==> config.mk <==
export PLATFORM = sky130hd
export DESIGN_NAME = load_based_core_hotplug_governor
export DESIGN_NICKNAME = d
export VERILOG_FILES = /design/src/design/lbhg_pkg.sv /design/src/design/lbhg_div.sv /design/src/design/lbhg_ctrl.sv /design/src/design/lbhg_dpath.sv /design/src/design/load_based_core_hotplug_governor.sv
export SDC_FILE = /design/constraint.sdc
export NUM_CORES = 2
export LEC_CHECK = 0
export ABC_AREA = 1
export BUFFER_PORTS_ARGS = -buffer_cell sky130_fd_sc_hd__buf_2
export CORE_ASPECT_RATIO = 1.4
export CORE_MARGIN = 2
export CORE_UTILIZATION = 53
export DETAILED_ROUTE_END_ITERATION = 7
export GPL_ROUTABILITY_DRIVEN = 0
export PLACE_DENSITY = 0.82
export RECOVER_POWER = 50
export SYNTH_ARGS = -nofsm -noshare
export SYNTH_HDL_FRONTEND = slang
export SYNTH_SLANG_ARGS = --single-unit
==> constraint.sdc <==
create_clock -name clk_i -period 9.5 [get_ports clk_i]
set_input_delay 1.9 -clock clk_i [delete_from_list [all_inputs] [get_ports clk_i]]
set_output_delay 1.9 -clock clk_i [all_outputs]
set_load 0.01 [all_outputs]
==> src/design/lbhg_pkg.sv <==
`default_nettype none
package lbhg_pkg;

  localparam int unsigned NCORES = 4;
  localparam int unsigned IDX_W  = (NCORES > 1) ? $clog2(NCORES) : 1;
  localparam int unsigned CNT_W  = $clog2(NCORES + 2);
  localparam int unsigned LOAD_W = 7;
  localparam int unsigned SUM_W  = $clog2(NCORES * 100 + 1);
  localparam int unsigned CTR_W  = 9;
  localparam int unsigned MASK_W = 4;

  localparam int unsigned DIV_Q_W   = 7;
  localparam int unsigned DIV_DEN_W = 32;
  localparam int unsigned DIV_NUM_W = DIV_DEN_W + DIV_Q_W;

  localparam logic [LOAD_W-1:0] FULL_LOAD      = 7'd100;
  localparam logic [LOAD_W-1:0] SINGLE_UP_LOAD = 7'd30;
  localparam logic [CTR_W-1:0]  COUNT_MAX      = 9'd511;

  localparam int unsigned CFG_IDX_W  = 3;
  localparam int unsigned CFG_DATA_W = 32;
  localparam logic [CFG_IDX_W-1:0] CFG_ENABLE       = 3'd0;
  localparam logic [CFG_IDX_W-1:0] CFG_ALL_UP_LOAD  = 3'd1;
  localparam logic [CFG_IDX_W-1:0] CFG_ONE_UP_LOAD  = 3'd2;
  localparam logic [CFG_IDX_W-1:0] CFG_UP_HOLD      = 3'd3;
  localparam logic [CFG_IDX_W-1:0] CFG_DOWN_HOLD    = 3'd4;
  localparam logic [CFG_IDX_W-1:0] CFG_FEWEST_CORES = 3'd5;
  localparam logic [CFG_IDX_W-1:0] CFG_MOST_CORES   = 3'd6;
  localparam logic [CFG_IDX_W-1:0] CFG_TOP_FREQ     = 3'd7;

  localparam logic [6:0]  RST_ALL_UP_LOAD  = 7'd98;
  localparam logic [6:0]  RST_ONE_UP_LOAD  = 7'd60;
  localparam logic [7:0]  RST_UP_HOLD      = 8'd2;
  localparam logic [7:0]  RST_DOWN_HOLD    = 8'd10;
  localparam logic [2:0]  RST_FEWEST_CORES = 3'd1;
  localparam logic [2:0]  RST_MOST_CORES   = 3'd4;
  localparam logic [31:0] RST_TOP_FREQ     = 32'd1000000;

  localparam logic [1:0] ACT_NONE   = 2'd0;
  localparam logic [1:0] ACT_PLUG   = 2'd1;
  localparam logic [1:0] ACT_UNPLUG = 2'd2;

  localparam logic [1:0] DSEL_BUSY  = 2'd0;
  localparam logic [1:0] DSEL_SCALE = 2'd1;
  localparam logic [1:0] DSEL_AVG   = 2'd2;

  typedef struct packed {
    logic [1:0]  core_index;
    logic [63:0] total_wall_time;
    logic [63:0] total_idle_time;
    logic [31:0] present_frequency;
    logic        idle_now;
    logic        round_end;
  } in_t;

  typedef struct packed {
    logic [3:0] online_cores_mask;
    logic [2:0] online_before;
    logic [6:0] average_load;
    logic [1:0] action_taken;
    logic [8:0] up_counter;
    logic [8:0] down_counter;
  } out_t;

  typedef struct packed {
    logic       capture;
    logic       calc;
    logic       div_start;
    logic [1:0] div_sel;
    logic       busy_take;
    logic       mul;
    logic       load_wr;
    logic       sum;
    logic       avg_take;
    logic       decide;
  } cmd_t;

  typedef struct packed {
    logic enabled;
    logic sample_ok;
    logic degenerate;
    logic round_end;
    logic div_done;
    logic out_free;
  } stat_t;

endpackage
`default_nettype wire

==> src/design/lbhg_div.sv <==
`default_nettype none
module lbhg_div (
  input  wire logic                            clk_i,
  input  wire logic                            rst_ni,
  input  wire logic                            start_i,
  input  wire logic [lbhg_pkg::DIV_NUM_W-1:0]  num_i,
  input  wire logic [lbhg_pkg::DIV_DEN_W-1:0]  den_i,
  output logic                                 done_o,
  output logic [lbhg_pkg::DIV_Q_W-1:0]         quot_o,
  output logic                                 ovf_o
);

  localparam int unsigned QW   = lbhg_pkg::DIV_Q_W;
  localparam int unsigned DW   = lbhg_pkg::DIV_DEN_W;
  localparam int unsigned CW   = $clog2(QW + 1);

  logic [DW-1:0] rem_q, den_q;
  logic [QW-1:0] low_q, quot_q;
  logic [CW-1:0] cnt_q;
  logic          run_q, done_q, ovf_q;

  logic [DW:0]   shifted, diff;
  logic          ge;

  assign shifted = {rem_q, low_q[QW-1]};
  assign ge      = shifted >= {1'b0, den_q};
  assign diff    = shifted - {1'b0, den_q};

  always_ff @(posedge clk_i or negedge rst_ni) begin
    if (!rst_ni) begin
      run_q  <= 1'b0;
      done_q <= 1'b0;
      cnt_q  <= '0;
    end else begin
      done_q <= run_q && (cnt_q == CW'(1));
      if (start_i) begin
        run_q <= 1'b1;
        cnt_q <= CW'(QW);
      end else if (run_q) begin
        cnt_q <= cnt_q - CW'(1);
        if (cnt_q == CW'(1)) begin
          run_q <= 1'b0;
        end
      end
    end
  end

  always_ff @(posedge clk_i) begin
    if (start_i) begin
      rem_q  <= num_i[DW+QW-1:QW];
      low_q  <= num_i[QW-1:0];
      den_q  <= den_i;
      quot_q <= '0;
      ovf_q  <= num_i[DW+QW-1:QW] >= den_i;
    end else if (run_q) begin
      rem_q  <= ge ? diff[DW-1:0] : shifted[DW-1:0];
      low_q  <= {low_q[QW-2:0], 1'b0};
      quot_q <= {quot_q[QW-2:0], ge};
    end
  end

  assign done_o = done_q;
  assign quot_o = quot_q;
  assign ovf_o  = ovf_q;

endmodule
`default_nettype wire

==> src/design/lbhg_ctrl.sv <==
`default_nettype none
module lbhg_ctrl (
  input  wire logic            clk_i,
  input  wire logic            rst_ni,
  input  wire logic            in_valid_i,
  output logic                 in_ready_o,
  input  wire lbhg_pkg::stat_t stat_i,
  output lbhg_pkg::cmd_t       cmd_o
);

  localparam logic [3:0] S_IDLE   = 4'd0;
  localparam logic [3:0] S_CALC   = 4'd1;
  localparam logic [3:0] S_CHECK  = 4'd2;
  localparam logic [3:0] S_BWAIT  = 4'd3;
  localparam logic [3:0] S_MUL    = 4'd4;
  localparam logic [3:0] S_SSTART = 4'd5;
  localparam logic [3:0] S_SWAIT  = 4'd6;
  localparam logic [3:0] S_SUM    = 4'd7;
  localparam logic [3:0] S_ASTART = 4'd8;
  localparam logic [3:0] S_AWAIT  = 4'd9;
  localparam logic [3:0] S_DECIDE = 4'd10;

  logic [3:0] state_q, state_d;

  always_ff @(posedge clk_i or negedge rst_ni) begin
    if (!rst_ni) begin
      state_q <= S_IDLE;
    end else begin
      state_q <= state_d;
    end
  end

  always_comb begin
    state_d    = state_q;
    cmd_o      = '0;
    in_ready_o = 1'b0;
    unique case (state_q)
      S_IDLE: begin
        in_ready_o = 1'b1;
        if (in_valid_i) begin
          cmd_o.capture = 1'b1;
          state_d       = S_CALC;
        end
      end
      S_CALC: begin
        if (!stat_i.enabled) begin
          state_d = S_IDLE;
        end else if (stat_i.sample_ok) begin
          cmd_o.calc = 1'b1;
          state_d    = S_CHECK;
        end else begin
          state_d = stat_i.round_end ? S_SUM : S_IDLE;
        end
      end
      S_CHECK: begin
        if (stat_i.degenerate) begin
          state_d = stat_i.round_end ? S_SUM : S_IDLE;
        end else begin
          cmd_o.div_start = 1'b1;
          cmd_o.div_sel   = lbhg_pkg::DSEL_BUSY;
          state_d         = S_BWAIT;
        end
      end
      S_BWAIT: begin
        cmd_o.div_sel = lbhg_pkg::DSEL_BUSY;
        if (stat_i.div_done) begin
          cmd_o.busy_take = 1'b1;
          state_d         = S_MUL;
        end
      end
      S_MUL: begin
        cmd_o.mul = 1'b1;
        state_d   = S_SSTART;
      end
      S_SSTART: begin
        cmd_o.div_start = 1'b1;
        cmd_o.div_sel   = lbhg_pkg::DSEL_SCALE;
        state_d         = S_SWAIT;
      end
      S_SWAIT: begin
        cmd_o.div_sel = lbhg_pkg::DSEL_SCALE;
        if (stat_i.div_done) begin
          cmd_o.load_wr = 1'b1;
          state_d       = stat_i.round_end ? S_SUM : S_IDLE;
        end
      end
      S_SUM: begin
        cmd_o.sum = 1'b1;
        state_d   = S_ASTART;
      end
      S_ASTART: begin
        cmd_o.div_start = 1'b1;
        cmd_o.div_sel   = lbhg_pkg::DSEL_AVG;
        state_d         = S_AWAIT;
      end
      S_AWAIT: begin
        cmd_o.div_sel = lbhg_pkg::DSEL_AVG;
        if (stat_i.div_done) begin
          cmd_o.avg_take = 1'b1;
          state_d        = S_DECIDE;
        end
      end
      S_DECIDE: begin
        if (stat_i.out_free) begin
          cmd_o.decide = 1'b1;
          state_d      = S_IDLE;
        end
      end
      default: begin
        state_d = S_IDLE;
      end
    endcase
  end

endmodule
`default_nettype wire

==> src/design/lbhg_dpath.sv <==
`default_nettype none
module lbhg_dpath (
  input  wire logic                             clk_i,
  input  wire logic                             rst_ni,
  input  wire lbhg_pkg::in_t                    in_data_i,
  input  wire logic                             cfg_we_i,
  input  wire logic [lbhg_pkg::CFG_IDX_W-1:0]   cfg_idx_i,
  input  wire logic [lbhg_pkg::CFG_DATA_W-1:0]  cfg_data_i,
  output logic                                  out_valid_o,
  input  wire logic                             out_ready_i,
  output lbhg_pkg::out_t                        out_data_o,
  input  wire lbhg_pkg::cmd_t                   cmd_i,
  output lbhg_pkg::stat_t                       stat_o
);

  localparam int unsigned N   = lbhg_pkg::NCORES;
  localparam int unsigned IW  = lbhg_pkg::IDX_W;
  localparam int unsigned CW  = lbhg_pkg::CNT_W;
  localparam int unsigned LW  = lbhg_pkg::LOAD_W;
  localparam int unsigned SW  = lbhg_pkg::SUM_W;
  localparam int unsigned TW  = lbhg_pkg::CTR_W;
  localparam int unsigned NW  = lbhg_pkg::DIV_NUM_W;
  localparam int unsigned DW  = lbhg_pkg::DIV_DEN_W;
  localparam int unsigned QW  = lbhg_pkg::DIV_Q_W;
  localparam int unsigned MW  = lbhg_pkg::MASK_W;

  // configuration
  logic        enable_q;
  logic [6:0]  all_up_q, one_up_q;
  logic [7:0]  up_hold_q, down_hold_q;
  logic [2:0]  fewest_q, most_q;
  logic [31:0] top_freq_q;

  // per-core state
  logic [63:0]   last_wall_q [N];
  logic [63:0]   last_idle_q [N];
  logic [LW-1:0] load_q      [N];
  logic [N-1:0]  idle_q;
  logic [N-1:0]  online_q;
  logic [TW-1:0] up_q, down_q;

  // working registers
  lbhg_pkg::in_t  smp_q;
  logic [31:0]    wd_q, id_q;
  logic [LW-1:0]  busy_q, avg_q;
  logic [NW-1:0]  prod_q;
  logic [SW-1:0]  sum_q;
  logic [CW-1:0]  on_cnt_q;
  lbhg_pkg::out_t out_q;
  logic           out_valid_q;

  logic [IW-1:0]  idx;
  logic           idx_ok;
  logic [63:0]    wall_diff, idle_diff;
  logic [NW-1:0]  div_num;
  logic [DW-1:0]  div_den;
  logic           div_done, div_ovf;
  logic [QW-1:0]  div_quot;
  logic [LW-1:0]  scaled_load;
  logic [SW-1:0]  sum_d;
  logic [CW-1:0]  cnt_d;

  assign idx       = IW'(smp_q.core_index);
  assign idx_ok    = 32'(smp_q.core_index) < N;
  assign wall_diff = smp_q.total_wall_time - last_wall_q[idx];
  assign idle_diff = smp_q.total_idle_time - last_idle_q[idx];

  always_ff @(posedge clk_i or negedge rst_ni) begin
    if (!rst_ni) begin
      enable_q    <= 1'b1;
      all_up_q    <= lbhg_pkg::RST_ALL_UP_LOAD;
      one_up_q    <= lbhg_pkg::RST_ONE_UP_LOAD;
      up_hold_q   <= lbhg_pkg::RST_UP_HOLD;
      down_hold_q <= lbhg_pkg::RST_DOWN_HOLD;
      fewest_q    <= lbhg_pkg::RST_FEWEST_CORES;
      most_q      <= lbhg_pkg::RST_MOST_CORES;
      top_freq_q  <= lbhg_pkg::RST_TOP_FREQ;
    end else if (cfg_we_i) begin
      unique case (cfg_idx_i)
        lbhg_pkg::CFG_ENABLE:       enable_q    <= cfg_data_i[0];
        lbhg_pkg::CFG_ALL_UP_LOAD:  all_up_q    <= cfg_data_i[6:0];
        lbhg_pkg::CFG_ONE_UP_LOAD:  one_up_q    <= cfg_data_i[6:0];
        lbhg_pkg::CFG_UP_HOLD:      up_hold_q   <= cfg_data_i[7:0];
        lbhg_pkg::CFG_DOWN_HOLD:    down_hold_q <= cfg_data_i[7:0];
        lbhg_pkg::CFG_FEWEST_CORES: fewest_q    <= cfg_data_i[2:0];
        lbhg_pkg::CFG_MOST_CORES:   most_q      <= cfg_data_i[2:0];
        lbhg_pkg::CFG_TOP_FREQ:     top_freq_q  <= cfg_data_i[31:0];
        default: begin
        end
      endcase
    end
  end

  // divider operand select
  always_comb begin
    div_num = '0;
    div_den = '0;
    case (cmd_i.div_sel)
      lbhg_pkg::DSEL_BUSY: begin
        div_num = NW'(wd_q - id_q) * NW'(lbhg_pkg::FULL_LOAD);
        div_den = wd_q;
      end
      lbhg_pkg::DSEL_SCALE: begin
        div_num = prod_q;
        div_den = (top_freq_q == '0) ? DW'(1) : top_freq_q;
      end
      lbhg_pkg::DSEL_AVG: begin
        div_num = NW'(sum_q);
        div_den = DW'(on_cnt_q);
      end
      default: begin
      end
    endcase
  end

  lbhg_div u_div (
    .clk_i   (clk_i),
    .rst_ni  (rst_ni),
    .start_i (cmd_i.div_start),
    .num_i   (div_num),
    .den_i   (div_den),
    .done_o  (div_done),
    .quot_o  (div_quot),
    .ovf_o   (div_ovf)
  );

  assign scaled_load = (div_ovf || (div_quot > lbhg_pkg::FULL_LOAD)) ?
                       lbhg_pkg::FULL_LOAD : div_quot;

  always_comb begin
    sum_d = '0;
    cnt_d = '0;
    for (int c = 0; c < N; c++) begin
      if (online_q[c]) begin
        sum_d = sum_d + SW'(load_q[c]);
        cnt_d = cnt_d + CW'(1);
      end
    end
  end

  always_ff @(posedge clk_i) begin
    if (cmd_i.capture) begin
      smp_q <= in_data_i;
    end
    if (cmd_i.calc) begin
      wd_q <= wall_diff[31:0];
      id_q <= idle_diff[31:0];
    end
    if (cmd_i.busy_take) begin
      busy_q <= div_quot;
    end
    if (cmd_i.mul) begin
      prod_q <= NW'(busy_q) * NW'(smp_q.present_frequency);
    end
    if (cmd_i.sum) begin
      sum_q    <= sum_d;
      on_cnt_q <= cnt_d;
    end
    if (cmd_i.avg_take) begin
      avg_q <= (on_cnt_q == '0) ? '0 : div_quot;
    end
  end

  always_ff @(posedge clk_i or negedge rst_ni) begin
    if (!rst_ni) begin
      for (int c = 0; c < N; c++) begin
        last_wall_q[c] <= '0;
        last_idle_q[c] <= '0;
        load_q[c]      <= '0;
      end
      idle_q <= '0;
    end else begin
      if (cmd_i.calc && idx_ok) begin
        last_wall_q[idx] <= smp_q.total_wall_time;
        last_idle_q[idx] <= smp_q.total_idle_time;
        idle_q[idx]      <= smp_q.idle_now;
      end
      if (cmd_i.load_wr && idx_ok) begin
        load_q[idx] <= scaled_load;
      end
    end
  end

  // round decision
  logic [CW:0]   target, run_cnt;
  logic [N-1:0]  mask_d;
  logic [TW-1:0] up_d, down_d;
  logic [1:0]    action_d;
  logic [LW-1:0] up_bar;
  logic          go_up, stop, changed;
  logic [N+MW-1:0] mask_ext;

  always_comb begin
    mask_d   = online_q;
    up_d     = up_q;
    down_d   = down_q;
    action_d = lbhg_pkg::ACT_NONE;
    target   = '0;
    run_cnt  = {1'b0, on_cnt_q};
    stop     = 1'b0;
    changed  = 1'b0;
    up_bar   = (on_cnt_q > CW'(1)) ? one_up_q : lbhg_pkg::SINGLE_UP_LOAD;
    go_up    = (avg_q > up_bar) && (32'(on_cnt_q) < 32'(most_q));
    if (go_up) begin
      up_d   = (up_q < lbhg_pkg::COUNT_MAX) ? up_q + TW'(1) : up_q;
      down_d = '0;
      if (32'(up_d) > 32'(up_hold_q)) begin
        target = ((avg_q > all_up_q) && (on_cnt_q > CW'(1))) ?
                 (CW + 1)'(most_q) : {1'b0, on_cnt_q} + (CW + 1)'(1);
        for (int c = 0; c < N; c++) begin
          if (run_cnt == target) begin
            stop = 1'b1;
          end
          if (!stop && !mask_d[c]) begin
            mask_d[c] = 1'b1;
            run_cnt   = run_cnt + (CW + 1)'(1);
            changed   = 1'b1;
          end
        end
        up_d     = '0;
        down_d   = '0;
        action_d = changed ? lbhg_pkg::ACT_PLUG : lbhg_pkg::ACT_NONE;
      end
    end else begin
      up_d = '0;
      if ((32'(on_cnt_q) > 32'(fewest_q)) && (down_q < lbhg_pkg::COUNT_MAX)) begin
        down_d = down_q + TW'(1);
      end
      if (32'(down_d) > 32'(down_hold_q)) begin
        for (int c = N - 1; c > 0; c--) begin
          if (!changed && mask_d[c] && idle_q[c]) begin
            mask_d[c] = 1'b0;
            changed   = 1'b1;
          end
        end
        up_d     = '0;
        down_d   = '0;
        action_d = changed ? lbhg_pkg::ACT_UNPLUG : lbhg_pkg::ACT_NONE;
      end
    end
  end

  assign mask_ext = {{MW{1'b0}}, mask_d};

  always_ff @(posedge clk_i or negedge rst_ni) begin
    if (!rst_ni) begin
      online_q <= '1;
      up_q     <= '0;
      down_q   <= '0;
    end else if (cfg_we_i && (cfg_idx_i == lbhg_pkg::CFG_ENABLE) && !cfg_data_i[0]) begin
      online_q <= '1;
      up_q     <= '0;
      down_q   <= '0;
    end else if (cmd_i.decide) begin
      online_q <= mask_d;
      up_q     <= up_d;
      down_q   <= down_d;
    end
  end

  always_ff @(posedge clk_i or negedge rst_ni) begin
    if (!rst_ni) begin
      out_valid_q <= 1'b0;
    end else if (cmd_i.decide) begin
      out_valid_q <= 1'b1;
    end else if (out_ready_i) begin
      out_valid_q <= 1'b0;
    end
  end

  always_ff @(posedge clk_i) begin
    if (cmd_i.decide) begin
      out_q.online_cores_mask <= mask_ext[MW-1:0];
      out_q.online_before     <= 3'(on_cnt_q);
      out_q.average_load      <= avg_q;
      out_q.action_taken      <= action_d;
      out_q.up_counter        <= up_d;
      out_q.down_counter      <= down_d;
    end
  end

  assign out_valid_o = out_valid_q;
  assign out_data_o  = out_q;

  assign stat_o.enabled    = enable_q;
  assign stat_o.sample_ok  = idx_ok && online_q[idx];
  assign stat_o.degenerate = (wd_q == '0) || (wd_q < id_q);
  assign stat_o.round_end  = smp_q.round_end;
  assign stat_o.div_done   = div_done;
  assign stat_o.out_free   = !out_valid_q || out_ready_i;

endmodule
`default_nettype wire

==> src/design/load_based_core_hotplug_governor.sv <==
// Flow: an accepted sample is ignored, dropped on a degenerate interval, or has its load computed
// by a busy divide, a multiply and a scale divide; a round-end sample while enabled then adds the
// sum, average divide and decision, and its result is registered on the output.
// Throughput: one sample at a time, through up to three passes of the shared 7-step restoring
// divider before the next is taken. A result waiting on the output stalls the next round end.
// Reset: async active low; all cores online, counters and history zero, registers defaulted.
`default_nettype none
module load_based_core_hotplug_governor (
  input  wire logic                             clk_i,
  input  wire logic                             rst_ni,
  input  wire logic                             in_valid_i,
  output logic                                  in_ready_o,
  input  wire lbhg_pkg::in_t                    in_data_i,
  output logic                                  out_valid_o,
  input  wire logic                             out_ready_i,
  output lbhg_pkg::out_t                        out_data_o,
  input  wire logic                             cfg_we_i,
  input  wire logic [lbhg_pkg::CFG_IDX_W-1:0]   cfg_idx_i,
  input  wire logic [lbhg_pkg::CFG_DATA_W-1:0]  cfg_data_i
);

  lbhg_pkg::cmd_t  cmd;
  lbhg_pkg::stat_t stat;

  lbhg_ctrl u_ctrl (
    .clk_i      (clk_i),
    .rst_ni     (rst_ni),
    .in_valid_i (in_valid_i),
    .in_ready_o (in_ready_o),
    .stat_i     (stat),
    .cmd_o      (cmd)
  );

  lbhg_dpath u_dpath (
    .clk_i       (clk_i),
    .rst_ni      (rst_ni),
    .in_data_i   (in_data_i),
    .cfg_we_i    (cfg_we_i),
    .cfg_idx_i   (cfg_idx_i),
    .cfg_data_i  (cfg_data_i),
    .out_valid_o (out_valid_o),
    .out_ready_i (out_ready_i),
    .out_data_o  (out_data_o),
    .cmd_i       (cmd),
    .stat_o      (stat)
  );

endmodule
`default_nettype wire

Word level (Yosys, flattened, before mapping)
Index checks and enable logic that the tools add are counted.

cells by class
  equality and inequality tests = 29
  multiply operators = 2
  $lt $le $gt $ge = 17
  shifts and indexed selects = 0
  add/subtract/negate cells = 16
  bitwise operators = 1
  reductions and logical operators = 53
  divide/modulo/power cells = 0
  multiplexer cells = 136

operator list
  operator               count
  $bwmux 256             2
  $bmux 64 s2            2
  $mux 32                8
  $demux 64 s2           1
  $mux 9                 14
  $pmux 39 s3            1
  $pmux 32 s3            1
  $sub 32x32->32         3
  $mux 4                 21
  $logic_not 32->1       2
  $mux 64                1
  $mux 1                 58
  $pmux 4 s11            1
  $mux 7                 6
  $mul 39x5->37 const B  1
  $mul 7x32->39          1
  $ge 33x32->1           1
  $sub 32x32->33         1
  $ge 32x32->1           1
  $lt 32x32->1           1
  $bwmux 28              1
  $mux 3                 9
  $add 9x1->9 const B    2
  $add 9x7->9            2
  other kinds (48)       113

storage, ports and cells
  word-level logic and storage cells = 307
  memories kept = 0
  bits in registers = 1051
  bits in read-only memories = 0
  latch bits = 0
  output and inout port bits = 36
  RAM bits = 0

Longest topological paths before layout
  word-level depth = 42
  gate-level depth with buffers = 47

Modules after synthesis
Synthesis repeated with hierarchy kept, for this count alone.

unflattened totals
  cells, all modules = 5644
  area total of the unflattened synthesis = 48731.7 µm²

by module, submodules not included
  module      instances  area each (µm²)  sequential area each (µm²)  cells an instance
  lbhg_dpath  1          41165.7          17411.7                     4525
  lbhg_div    1          7068.0           2427.3                      1030
  lbhg_ctrl   1          498.0            100.1                       89

Worst setup path after synthesis
Ideal clock, no wire load.

  path type = input -> register
  from = input in_valid_i
  to = register u_dpath.smp_q (netlist bit u_dpath.idx[0]), enable pin
  setup time = 0.682 ns
  required time = 8.818 ns
  stages on the path = 2
  setup slack = 0.122 ns
  buffers on the path = 0
  arrival = 8.696 ns
  cell sequence = inv_1 > nor3_1

RTL lines
  what                  line                                    RTL
  from (decl)           load_based_core_hotplug_governor.sv:11  input wire logic in_valid_i,
  to (signal assigned)  lbhg_dpath.sv:143                       smp_q <= in_data_i;
  to (decl)             lbhg_dpath.sv:43                        lbhg_pkg::in_t smp_q;

Worst setup path after layout
  from = register u_dpath.wd_q[0]
  to = register u_dpath.u_div.ovf_q, in the netlist u_dpath.u_div.ovf_o, data pin

on the way
  word-level cells in the longest chain between the ends = 4

ends and longest elaborated chain
  what                    line               RTL
  from (decl)             lbhg_dpath.sv:44   logic [31:0] wd_q, id_q;
  from (signal assigned)  lbhg_dpath.sv:146  wd_q <= wall_diff[31:0];
  $sub 32x32->33          lbhg_dpath.sv:100  div_num = NW'(wd_q - id_q) * NW'(lbhg_pkg::FULL_LOAD);
  $mul 39x5->37           lbhg_dpath.sv:100
  $pmux 39 s3             lbhg_dpath.sv:98   case (cmd_i.div_sel)
  $ge 32x32->1 (*)        lbhg_div.sv:54     ovf_q <= num_i[DW+QW-1:QW] >= den_i;
  to (signal assigned)    lbhg_div.sv:54
  to (decl)               lbhg_div.sv:20     logic run_q, done_q, ovf_q;

Mark *: on every way between the ends. The rest lies on a longest branch, timed or not.
A chain may end at the register's enable or synchronous reset.

==> metrics.md <==
| Metric | Value |
|---|---|
| Post-Synthesis Cell Area | 47940 um2 |
| Die W | 258.2 um |
| Violated checks | max-capacitance violations, max-slew violations |
| Kind of critical path | register to register |
| Die area | 92910 um2 |
| Synth top area cells | edfxtp_1 (21%), dfrtp_1 (19%), ha_1 (9.9%) |
| Worst flop-to-flop path endpoint | u_dpath.u_div.ovf_o |
| Layout cells sized above 1 | 9.011% |
| Most common cell in the netlist | nand2_1 |
| Min-delay worst type | register to register |
| Syn Inst Count | 5240 |
| Status | finished, violations left |
| Commonest cells in the netlist | nand2_1 (1069), inv_1 (947), ha_1 (379), o21ai_0 (379), dfrtp_1 (364) |
| Hold Path End | u_dpath.u_div.done_o |
| Starting Density | 53.49% |
| Worst skew pair latency | 700 ps |
| RSZ-0062 raised after global routing | no |
| Nets | slightly above 6k |
| Min cycle time layout | 7524 ps |
| Tot GR Track Use | 26.20% |
| Row cnt | between 100 and 150 |
| # IOs | 240 |
| First-pass GRT wire length | roughly 190000 um |
| Final ANT Viol Nets | 0 |
| Drt wl/cell | 18.16 um |
| Mean post-synth cell area | slightly above 9 um2 |
| Clock Skew | 38.93 ps |
| Number of max-cap violations | 10 |
| Final setup viols | 0 |
| Worst rel slew slack | -284.2% |
| Root Driver | clkbuf_16 |
| Yosys Warn Count | 0 |
| Startpoint types | register |
| Buffer count from post-CTS setup fixing | 0 |
| Most used cell, CP | nand2_1 |
| Num Clock Sinks | 730 |
| Reg2reg setup slack | about 2000 ps |
| Post-synth top flop | dfrtp_1 |
| Vias in the first global route | 38.14k |
| CORE AREA | around 90000 um2 |
| H-tree Lvls | 3 |
| Layout area overhead | 9.742% |
| Cells after DPL | between 6k and 7k |
| Antenna Cells | 0 |
| Final core occ | between 50% and 60% |
| CP required | 9900 ps |
| CP endpoint kind | register |
| Post-synth top area share | 20.98% |
| Final wirelength | 120500 um |
| 1st-iter DRT viols | between 2k and 3k |
| Worst-Margin Slew | 5762 ps |
| Total gr overflow | 0 |
| Antenna violations before repair | 0 |
| Hold path start | u_dpath.u_div.cnt_q[2] |
| Cells resized by post-CTS repair | 0 |
| # DRC | 0 |
| # hold bufs at CTS | 0 |
| Reg-to-Reg Start | u_dpath.wd_q[0] |
| Slowest CP cell | fa_1 |
| Reg clk slew, reported paths | about 60 ps |
| Worst reg2reg path depth | 47 |
| Cell variety after synth | 72 |
| Maximum clock path buffer count | 3 |
| Worst EP arrival | between 7000 and 8000 ps |
| CTS tree | built |
| Num CTS Buffers | between 70 and 80 |
| Hold path depth | 1 |
| Yosys reg bits | 730 |
| Setup TNS | 0 ps |
| Vias | 37.31k |
| DR vias/cell | 5.621 |
| Post-synthesis sequential area ratio | 41.59% |
| Post-Layout Cell Count | 6637 |
| Chip height | 359.9 um |
| Largest area contributor in the netlist | edfxtp_1 |
| Pins Over Slew Limit | between 400 and 500 |
| Number of synthesized flops with an enable pin | 335 |
| Crit path largest cell delay | just over 500 ps |
| Asr flop ratio synth | a little over half |
| Initial DRT Pass Iterations | 6 |
| Largest net degree at the start of global routing | 150 |
| CP Max Fanout | 4 |
| Hold Vio Cnt, Final | 0 |
| Buffers on Ports | 175 |
| Peak Freq | 0.1329 GHz |
| Dpl hpwl | 87730 um |
| Crit share post-route | 79.20% |
## critical path: cells and delay by family (launching register included)
| kind | cells | cell delay [ps] |
|---|---|---|
| AOI/OAI and AO/OA | 9 | 1690 |
| xor gates and xnor gates | 1 | 260 |
| adders and majority gates | 7 | 2460 |
| buffers and inverters | 6 | 420 |
| DFF | 1 | 350 |
| and+or+nand+nor | 24 | 2050 |
## per-stage QoR
stage / cell area (um2) / setup slack [ps] / hold slack, ps
after floorplan: 47950 / 121.5 / 408.2
after global placement: 50070 / 2251 / 458.0
after detailed placement: 50070 / 2131 / 472.0
after CTS: 52750 / 2124 / 485.5
after global routing: 52610 / 1000 / 502.1
final: 52610 / 1976 / 481.8
## layer usage
metal	vias up	GRT usage (%)	share of wire (%)
met5	-	0	0
met4	0	15.12	6.1
met3	360	3.852	6.0
met2	1366	44.94	49
met1	18039	31.32	39
li1	17541	-	-
## final cells by class
class                   count  area [um2]
flip-flops and latches    730       19940
clock inverters            45       528.0
repair buffers            203        1006
fillers                  7392       37010
multi-input cells        3414       23900
inverters                 958        3603
clock buffers              99        2153
well taps                1188        1486
## logic make-up after synthesis
group	share of synthesized area, %
xor gates and xnor gates	3.836
AOI/OAI and AO/OA	12.15
buffers and inverters	8.636
other	0.007822
adders and majority gates	17.74
DFF	41.59
and+or+nand+nor	12.78
muxes	3.252
## worst max path at each step
stage,from,to,slack [ps],depth (start not counted)
3_5_place_dp,u_dpath.wd_q[0],u_dpath.u_div.ovf_o,2130,47
4_1_cts,u_dpath.wd_q[0],u_dpath.u_div.ovf_o,2120,47
6_report,u_dpath.wd_q[0],u_dpath.u_div.ovf_o,1980,47
2_1_floorplan,in_valid_i,u_dpath.idx[0],120,2
5_1_grt,rst_ni,u_dpath.top_freq_q[27],1000,3
3_3_place_gp,u_dpath.wd_q[0],u_dpath.u_div.ovf_o,2250,46
## sequential cells by signal, indices dropped and copies added (netlist names), 28 cells and up
register,count
u_dpath.u_div.rem_q,32
u_dpath.wd_q,32
u_dpath.load_q,28
u_dpath.u_div.den_q,32
u_dpath.last_wall_q,128
u_dpath.out_data_o,34
u_dpath.id_q,32
u_dpath.smp_q,97
u_dpath.prod_q,39
u_dpath.top_freq_q,32
u_dpath.last_idle_q,128
## layout by cell type, fill, tap and decap left out, types with 14 or more instances in the layout
cell       netlist  final
mux2i_1         14     14
xor2_1         127    127
buf_4            1     19
xnor2_1         83     83
nor3_1          23     23
nor4_1          23     23
a221oi_1        63     63
a22oi_1         25     25
edfxtp_1       335    335
clkbuf_1       123     69
nor2_1         213    209
a31oi_1         20     20
nand3_1         95     95
o21ai_1         29     29
inv_1          947    946
a21oi_1        265    265
nand2_2         15     15
dfstp_2         24     22
nand2_1       1069   1069
o21ai_0        379    379
clkbuf_16        0     80
o21a_1          24     24
nand4_1         28     28
dfrtp_1        364    364
buf_2            9    125
fa_1           188    188
mux2_2         126    126
ha_1           379    379
o22ai_1         84     84
a211oi_1        17     17
Power is left out: the tool's default activity adds up to more than one toggle a clock period on the data nets, which glitch-free logic cannot reach.
